### config.mk
export PLATFORM = sky130hd
export DESIGN_NAME = disk_full_message_matcher_core
export DESIGN_NICKNAME = d
export VERILOG_FILES = /design/src/hw/rtl/dfmm_pkg.sv /design/src/hw/rtl/dfmm_window.sv /design/src/hw/rtl/dfmm_parse.sv /design/src/hw/rtl/disk_full_message_matcher_core.sv
export SDC_FILE = /design/constraint.sdc
export NUM_CORES = 1
export LEC_CHECK = 0
export BUFFER_PORTS_ARGS = -buffer_cell sky130_fd_sc_hd__buf_2
export CELL_PAD_IN_SITES_DETAIL_PLACEMENT = 2
export CELL_PAD_IN_SITES_GLOBAL_PLACEMENT = 2
export CORE_UTILIZATION = 44
export DETAILED_ROUTE_END_ITERATION = 8
export HOLD_SLACK_MARGIN = 0.12
export PLACE_DENSITY = 0.95
export SYNTH_ARGS = -nofsm -noshare
export SYNTH_HDL_FRONTEND = slang
export SYNTH_SLANG_ARGS = --single-unit
### constraint.sdc
create_clock -name clk -period 12.8 [get_ports clk]
set_input_delay 3.2 -clock clk [delete_from_list [all_inputs] [get_ports clk]]
set_output_delay 3.2 -clock clk [all_outputs]
set_load 0.01 [all_outputs]
### src/hw/rtl/dfmm_pkg.sv
// Shared constants, types and helper functions for the disk-full message matcher.
package dfmm_pkg;

    localparam int WINDOW_LEN_DEF = 24;
    localparam int NUM_MARKERS = 6;
    localparam int MARKER_MAX_LEN = 24;

    localparam logic [6:0] ERROR_CODE_RESET = 7'd28;
    localparam logic [7:0] VALUE_SAT = 8'd255;

    localparam logic [7:0] CHAR_UPPER_A = 8'h41;
    localparam logic [7:0] CHAR_UPPER_Z = 8'h5A;
    localparam logic [7:0] CHAR_CASE_OFFSET = 8'h20;
    localparam logic [7:0] CHAR_DIGIT_0 = 8'h30;
    localparam logic [7:0] CHAR_DIGIT_9 = 8'h39;
    localparam logic [7:0] CHAR_PLUS = 8'h2B;
    localparam logic [7:0] CHAR_MINUS = 8'h2D;
    localparam logic [7:0] CHAR_SPACE = 8'h20;
    localparam logic [7:0] CHAR_TAB = 8'h09;
    localparam logic [7:0] CHAR_CR = 8'h0D;

    // The newest character sits in the low byte; unused upper bytes are zero.
    localparam logic [8*MARKER_MAX_LEN-1:0] MARKER_TEXT [NUM_MARKERS] = '{
        (8*MARKER_MAX_LEN)'("no space left on device"),
        (8*MARKER_MAX_LEN)'("not enough space"),
        (8*MARKER_MAX_LEN)'("database or disk is full"),
        (8*MARKER_MAX_LEN)'("disk full"),
        (8*MARKER_MAX_LEN)'("full disk"),
        (8*MARKER_MAX_LEN)'("enospc")
    };
    localparam int MARKER_LEN [NUM_MARKERS] = '{23, 16, 24, 9, 9, 6};

    typedef struct packed {
        logic       fire;
        logic       last;
        logic [7:0] ch;
    } step_t;

    function automatic logic [7:0] fold_char(input logic [7:0] c);
        if (c >= CHAR_UPPER_A && c <= CHAR_UPPER_Z)
        begin
            return c + CHAR_CASE_OFFSET;
        end
        return c;
    endfunction

    function automatic logic is_space(input logic [7:0] c);
        return (c == CHAR_SPACE) || (c >= CHAR_TAB && c <= CHAR_CR);
    endfunction

    function automatic logic is_digit(input logic [7:0] c);
        return (c >= CHAR_DIGIT_0) && (c <= CHAR_DIGIT_9);
    endfunction

endpackage

### src/hw/rtl/dfmm_window.sv
// Sliding character window with the parallel marker comparators.
module dfmm_window #(
    parameter int WINDOW_LEN = dfmm_pkg::WINDOW_LEN_DEF
) (
    input  logic            clk,
    input  logic            rst_n,
    input  dfmm_pkg::step_t step,
    output logic            hit
);
    import dfmm_pkg::*;

    localparam int CNT_W = $clog2(WINDOW_LEN);
    localparam logic [CNT_W-1:0] CNT_MAX = CNT_W'(WINDOW_LEN - 1);

    logic [7:0]       recent_reg [WINDOW_LEN-1];
    logic [CNT_W-1:0] chars_seen_reg;
    logic [7:0]       win [WINDOW_LEN];

    always_comb
    begin
        logic ok;
        hit = 1'b0;
        win[0] = step.ch;
        for (int k = 1; k < WINDOW_LEN; k++)
        begin
            win[k] = recent_reg[k-1];
        end
        for (int m = 0; m < NUM_MARKERS; m++)
        begin
            ok = (int'(chars_seen_reg) >= MARKER_LEN[m] - 1);
            for (int j = 0; j < MARKER_MAX_LEN; j++)
            begin
                if (j < MARKER_LEN[m] && win[j] != MARKER_TEXT[m][8*j +: 8])
                begin
                    ok = 1'b0;
                end
            end
            hit = hit | ok;
        end
    end

    always_ff @(posedge clk or negedge rst_n)
    begin
        if (!rst_n)
        begin
            chars_seen_reg <= '0;
            for (int k = 0; k < WINDOW_LEN - 1; k++)
            begin
                recent_reg[k] <= '0;
            end
        end
        else if (step.fire)
        begin
            if (step.last)
            begin
                chars_seen_reg <= '0;
                for (int k = 0; k < WINDOW_LEN - 1; k++)
                begin
                    recent_reg[k] <= '0;
                end
            end
            else
            begin
                if (chars_seen_reg != CNT_MAX)
                begin
                    chars_seen_reg <= chars_seen_reg + 1'b1;
                end
                recent_reg[0] <= step.ch;
                for (int k = 1; k < WINDOW_LEN - 1; k++)
                begin
                    recent_reg[k] <= recent_reg[k-1];
                end
            end
        end
    end

endmodule

### src/hw/rtl/dfmm_parse.sv
// Leading integer parser with saturation and the error code comparison.
module dfmm_parse (
    input  logic            clk,
    input  logic            rst_n,
    input  dfmm_pkg::step_t step,
    input  logic [6:0]      error_code,
    output logic            number_match
);
    import dfmm_pkg::*;

    typedef enum logic [1:0] {
        PH_SKIP,
        PH_SIGN,
        PH_DIGITS,
        PH_STOP
    } phase_t;

    phase_t     phase_reg;
    phase_t     phase_next;
    logic       negative_reg;
    logic       negative_next;
    logic [7:0] value_reg;
    logic [7:0] value_next;
    logic [7:0] digit;
    logic [11:0] product;
    logic       have_number;

    assign digit = step.ch - CHAR_DIGIT_0;
    assign product = {4'd0, value_reg} * 12'd10 + {4'd0, digit};

    always_comb
    begin
        phase_next = phase_reg;
        negative_next = negative_reg;
        value_next = value_reg;
        case (phase_reg)
            PH_SKIP, PH_SIGN:
            begin
                if (phase_reg == PH_SKIP && is_space(step.ch))
                begin
                    phase_next = PH_SKIP;
                end
                else if (phase_reg == PH_SKIP &&
                         (step.ch == CHAR_PLUS || step.ch == CHAR_MINUS))
                begin
                    negative_next = (step.ch == CHAR_MINUS);
                    phase_next = PH_SIGN;
                end
                else if (is_digit(step.ch))
                begin
                    value_next = digit;
                    phase_next = PH_DIGITS;
                end
                else
                begin
                    value_next = VALUE_SAT;
                    phase_next = PH_STOP;
                end
            end
            PH_DIGITS:
            begin
                if (is_digit(step.ch))
                begin
                    value_next = (product > 12'(VALUE_SAT)) ? VALUE_SAT : product[7:0];
                end
                else
                begin
                    phase_next = PH_STOP;
                end
            end
            default:
            begin
                phase_next = phase_reg;
            end
        endcase
    end

    assign have_number = (phase_next == PH_DIGITS || phase_next == PH_STOP) &&
                         (value_next != VALUE_SAT);
    assign number_match = have_number && (value_next == {1'b0, error_code}) &&
                          (!negative_next || value_next == 8'd0);

    always_ff @(posedge clk or negedge rst_n)
    begin
        if (!rst_n)
        begin
            phase_reg <= PH_SKIP;
            negative_reg <= 1'b0;
            value_reg <= '0;
        end
        else if (step.fire)
        begin
            if (step.last)
            begin
                phase_reg <= PH_SKIP;
                negative_reg <= 1'b0;
                value_reg <= '0;
            end
            else
            begin
                phase_reg <= phase_next;
                negative_reg <= negative_next;
                value_reg <= value_next;
            end
        end
    end

endmodule

### src/hw/rtl/disk_full_message_matcher_core.sv
// Top level of the disk-full message matcher: input register, result register and control.
// Messages stream in one character per transaction and a new character is taken every
// cycle unless the input side stalls. In the input register the folded character is
// compared against all markers in parallel and the leading number is updated; the
// verdict for a message is registered in the result register when its last character
// leaves the input register. The input side stalls only while a last character waits
// for the result register to empty. error_code may be rewritten through the config port
// between messages; cfg_ready is always high.
module disk_full_message_matcher_core #(
    parameter int WINDOW_LEN = dfmm_pkg::WINDOW_LEN_DEF
) (
    input  logic       clk,
    input  logic       rst_n,
    input  logic       in_valid,
    output logic       in_stall,
    input  logic [7:0] char_in,
    input  logic       last_char,
    output logic       out_valid,
    input  logic       out_stall,
    output logic       disk_full,
    input  logic       cfg_valid,
    output logic       cfg_ready,
    input  logic [6:0] cfg_data
);
    import dfmm_pkg::*;

    logic       s1_valid_reg;
    logic [7:0] s1_char_reg;
    logic       s1_last_reg;
    logic       s1_fire;
    logic       out_free;
    logic       in_accept;
    logic       out_valid_reg;
    logic       disk_full_reg;
    logic       marker_found_reg;
    logic [6:0] error_code_reg;
    logic       hit;
    logic       number_match;
    step_t      step;

    assign cfg_ready = 1'b1;
    assign out_free = !out_valid_reg || !out_stall;
    assign s1_fire = s1_valid_reg && (!s1_last_reg || out_free);
    assign in_stall = s1_valid_reg && !s1_fire;
    assign in_accept = in_valid && !in_stall;

    assign step.fire = s1_fire;
    assign step.last = s1_last_reg;
    assign step.ch = fold_char(s1_char_reg);

    dfmm_window #(
        .WINDOW_LEN(WINDOW_LEN)
    ) u_window (
        .clk  (clk),
        .rst_n(rst_n),
        .step (step),
        .hit  (hit)
    );

    dfmm_parse u_parse (
        .clk         (clk),
        .rst_n       (rst_n),
        .step        (step),
        .error_code  (error_code_reg),
        .number_match(number_match)
    );

    always_ff @(posedge clk or negedge rst_n)
    begin
        if (!rst_n)
        begin
            s1_valid_reg <= 1'b0;
            out_valid_reg <= 1'b0;
            marker_found_reg <= 1'b0;
            error_code_reg <= ERROR_CODE_RESET;
        end
        else
        begin
            if (cfg_valid && cfg_ready)
            begin
                error_code_reg <= cfg_data;
            end
            if (in_accept)
            begin
                s1_valid_reg <= 1'b1;
            end
            else if (s1_fire)
            begin
                s1_valid_reg <= 1'b0;
            end
            if (s1_fire)
            begin
                marker_found_reg <= s1_last_reg ? 1'b0 : (marker_found_reg | hit);
            end
            if (s1_fire && s1_last_reg)
            begin
                out_valid_reg <= 1'b1;
            end
            else if (!out_stall)
            begin
                out_valid_reg <= 1'b0;
            end
        end
    end

    always_ff @(posedge clk)
    begin
        if (in_accept)
        begin
            s1_char_reg <= char_in;
            s1_last_reg <= last_char;
        end
        if (s1_fire && s1_last_reg)
        begin
            disk_full_reg <= marker_found_reg | hit | number_match;
        end
    end

    assign out_valid = out_valid_reg;
    assign disk_full = disk_full_reg;

    assert property (@(posedge clk) disable iff (!rst_n)
        s1_fire && s1_last_reg |=> out_valid_reg)
    else $error("Last character processed without producing a result.");

    assert property (@(posedge clk) disable iff (!rst_n)
        in_stall |-> s1_valid_reg && s1_last_reg && out_valid_reg)
    else $error("Input stalled while no last character was waiting on the result.");

    assert property (@(posedge clk) disable iff (!rst_n)
        s1_fire && s1_last_reg |=> !marker_found_reg)
    else $error("Marker flag not cleared after the end of a message.");

endmodule
==> out/results.txt <==
Status - finished clean
Area delta synth->final - 9.72%
Unrepaired setup endpoints after global routing - false
Port bufs - 23
Synth top area share - 45.6%
Cell Pwr Density - 140 nW/um^2
Drt wl/cell - 27.3 um
Register area share after synthesis - 48.9%
Initial core utilization - 45.0%
CP arrival - 3.74 ns
Cts hold-fix bufs - 0
Crit path launch type - input port
Syn avg cell area - 9.24 um^2
Tcrit/Tclk final - 54.2%
Mean number of vias per cell - 6.43
I/O pin cnt - 25
Routed WL - 42.8 mm
Yosys warning total - 0
GR Util All Layers - 33.2%
Most frequent cell after synthesis - nand2_1
Die Area - 26500 um^2
Via count - 10.1k
Core Rows - 58
CP Capture Type - output port
Fraction of registers with async set/reset - 95.5%
CTS tree - done
Setup-failing EPs final - 0
DIE HEIGHT - 163 um
Dominant cell type by area after synthesis - dfrtp_1
Maxcap violations - 0
Count of pins over their slew limit - 0
Clock sinks - 220
Drt first pass iters - 5
Worst-path clk slew - 0.06 ns
Worst setup margin - 5.86 ns
Die Span X - 163 um
Worst clock skew - 0.0210 ns
Htree depth - 1
GPL Wtd Cong - 0.889
Slew headroom - 18.1%
Worst Tran Pin Value - 1.22 ns
Initial antenna violation count - 0
Netlist Area Pre-Place - 11400 um^2
Tmin final - 6.94 ns
CP Max Fanout - 3
Leak - 6.00 nW
Drt drc - 0
Cell count after synthesis - 1230
Worst IR Drop VDD - 0.000117 V
Number of enable flip-flop cells after synthesis - 10
Drt first-iter violations - 932
PostCTS Resize Cnt - 0
Remaining Overflow, GRT - 0
TritonCTS buffer count - 25
Setup CP Type - in -> out
Clk root buf - clkbuf_16
Mapped Nets - 1281
Vias in the first global route - 11.2k
Worst-skew pair later-pin latency - 0.54 ns
Largest net degree at the start of global routing - 117
Final Cell Area - 12500 um^2
Proportion of layout cells with a drive suffix above 1 - 8.01%
Setup_tns - 0 ns
First-pass GRT wire length - 67.5 mm
HPWL Detailed - 26.4 mm
Placed cell areas - 11700 um^2
# nets final - 1269
Ys flop type - dfrtp_1
Library cells used by synthesis - 72
Ranking of synthesized cells by area - dfrtp_1, nand2_1, nand3b_1
Fmax - 144 MHz
Top cells by count, synth - nand2_1, dfrtp_1, nand3b_1
Max FFs per register - 184
Tightest Hold Check Type - reg -> reg
Critical Path RT - 9.60 ns
Postcts setup bufs - 0
Yosys reg bits - 220
Pre-CTS WS - 5.89 ns
N_diodes - 0
Clock Path Buffers - 3
Detail Route Antenna Nets - 0
Core footprint - 25300 um^2
Final hold viol count - 0
==> path summary, 6_finish.rpt <==
path | from | endpoint | slack, ns | cells past startpoint
worst max-delay path | out_stall | in_stall | 5.86 | 4
worst min-delay path | u_window.recent_reg[1] | u_window.recent_reg[1] | 0.48 | 2
worst max register to register | s1_char_reg[2] | disk_full | 7.10 | 13
worst min register to register | u_window.recent_reg[1] | u_window.recent_reg[1] | 0.48 | 2
max in group asynchronous | rst_n | u_parse.value_reg[6] | 8.71 | 2
min in group asynchronous | rst_n | u_window.recent_reg[136] | 2.68 | 1
==> stage by stage <==
step / hold WS (ns) / total power, mW / util, % / cells
global route: 0.513 / 1.80 / 49.4 / 1566
finish: 0.485 / 1.75 / 49.4 / 1566
global placement: 0.446 / 1.01 / 46.3 / 1521
CTS: 0.487 / 1.75 / 49.4 / 1566
floorplan: 0.431 / 0.940 / - / 1230
detailed placement: 0.466 / 1.04 / 46.3 / 1521
==> final cells by class <==
class | count | area, um^2
flip-flops and latches | 220 | 5560
inverters | 28 | 105
fillers | 2656 | 12800
repair buffers | 31 | 185
clock inverters | 5 | 28.8
multi-input cells | 912 | 5430
clock buffers | 40 | 752
well taps | 330 | 413
==> kinds of logic (layout without fill, tap and decap cells) <==
| kind of cell | count (synthesis) | after routing | share of synthesized area, % |
|---|---|---|---|
| other | 1 | 1 | 0.0330 |
| buffers and inverters | 98 | 104 | 3.43 |
| adders and majority gates | 30 | 30 | 3.43 |
| DFF | 220 | 220 | 48.9 |
| muxes | 7 | 7 | 0.693 |
| AOI/OAI and AO/OA | 92 | 92 | 6.13 |
| xor gates and xnor gates | 17 | 17 | 1.31 |
| and+or+nand+nor | 765 | 765 | 36.1 |
==> worst max-delay path: stages <==
cell	delay (ns)
buf_2	0.11
nand4_1	0.18
inv_1	0.11
buf_2	0.14
==> placed cells by master (no fill, tap or decap), types with 8 or more instances in the layout <==
cell       count
edfxtp_1      10
nand3_1       19
dfrtp_1      206
nor4_1        21
nor3_1        13
clkbuf_1       8
ha_1          28
nand3b_1     182
a21oi_1       15
nand4b_1      14
buf_4          8
o31ai_1        8
xnor2_1       12
clkbuf_16     25
nand2b_1       8
buf_2         22
nor4b_1       15
nand4_1       20
nor2_1        36
nand2_1      388
o21ai_0       15
inv_1         28
==> where the power goes <==
part | switching, mW | leakage, nW | internal, mW | total (mW)
Clock | 0.303 | 0.388 | 0.401 | 0.704
Combinational | 0.181 | 2.64 | 0.0934 | 0.274
Sequential | 0.0476 | 2.97 | 0.725 | 0.773
==> per-layer routing <==
layer  GRT usage, %  routed length, um  part of all wire, %  vias to the layer above
li1               -                  -                    -                     4234
met1           40.0              16800                   39                     5259
met2           58.2              21800                   51                      413
met3           4.43               2100                  4.9                      163
met4           16.1               2110                  4.9                        0
met5              0                  0                    0                        -
No activity file was read; power rests on OpenSTA's default activity.
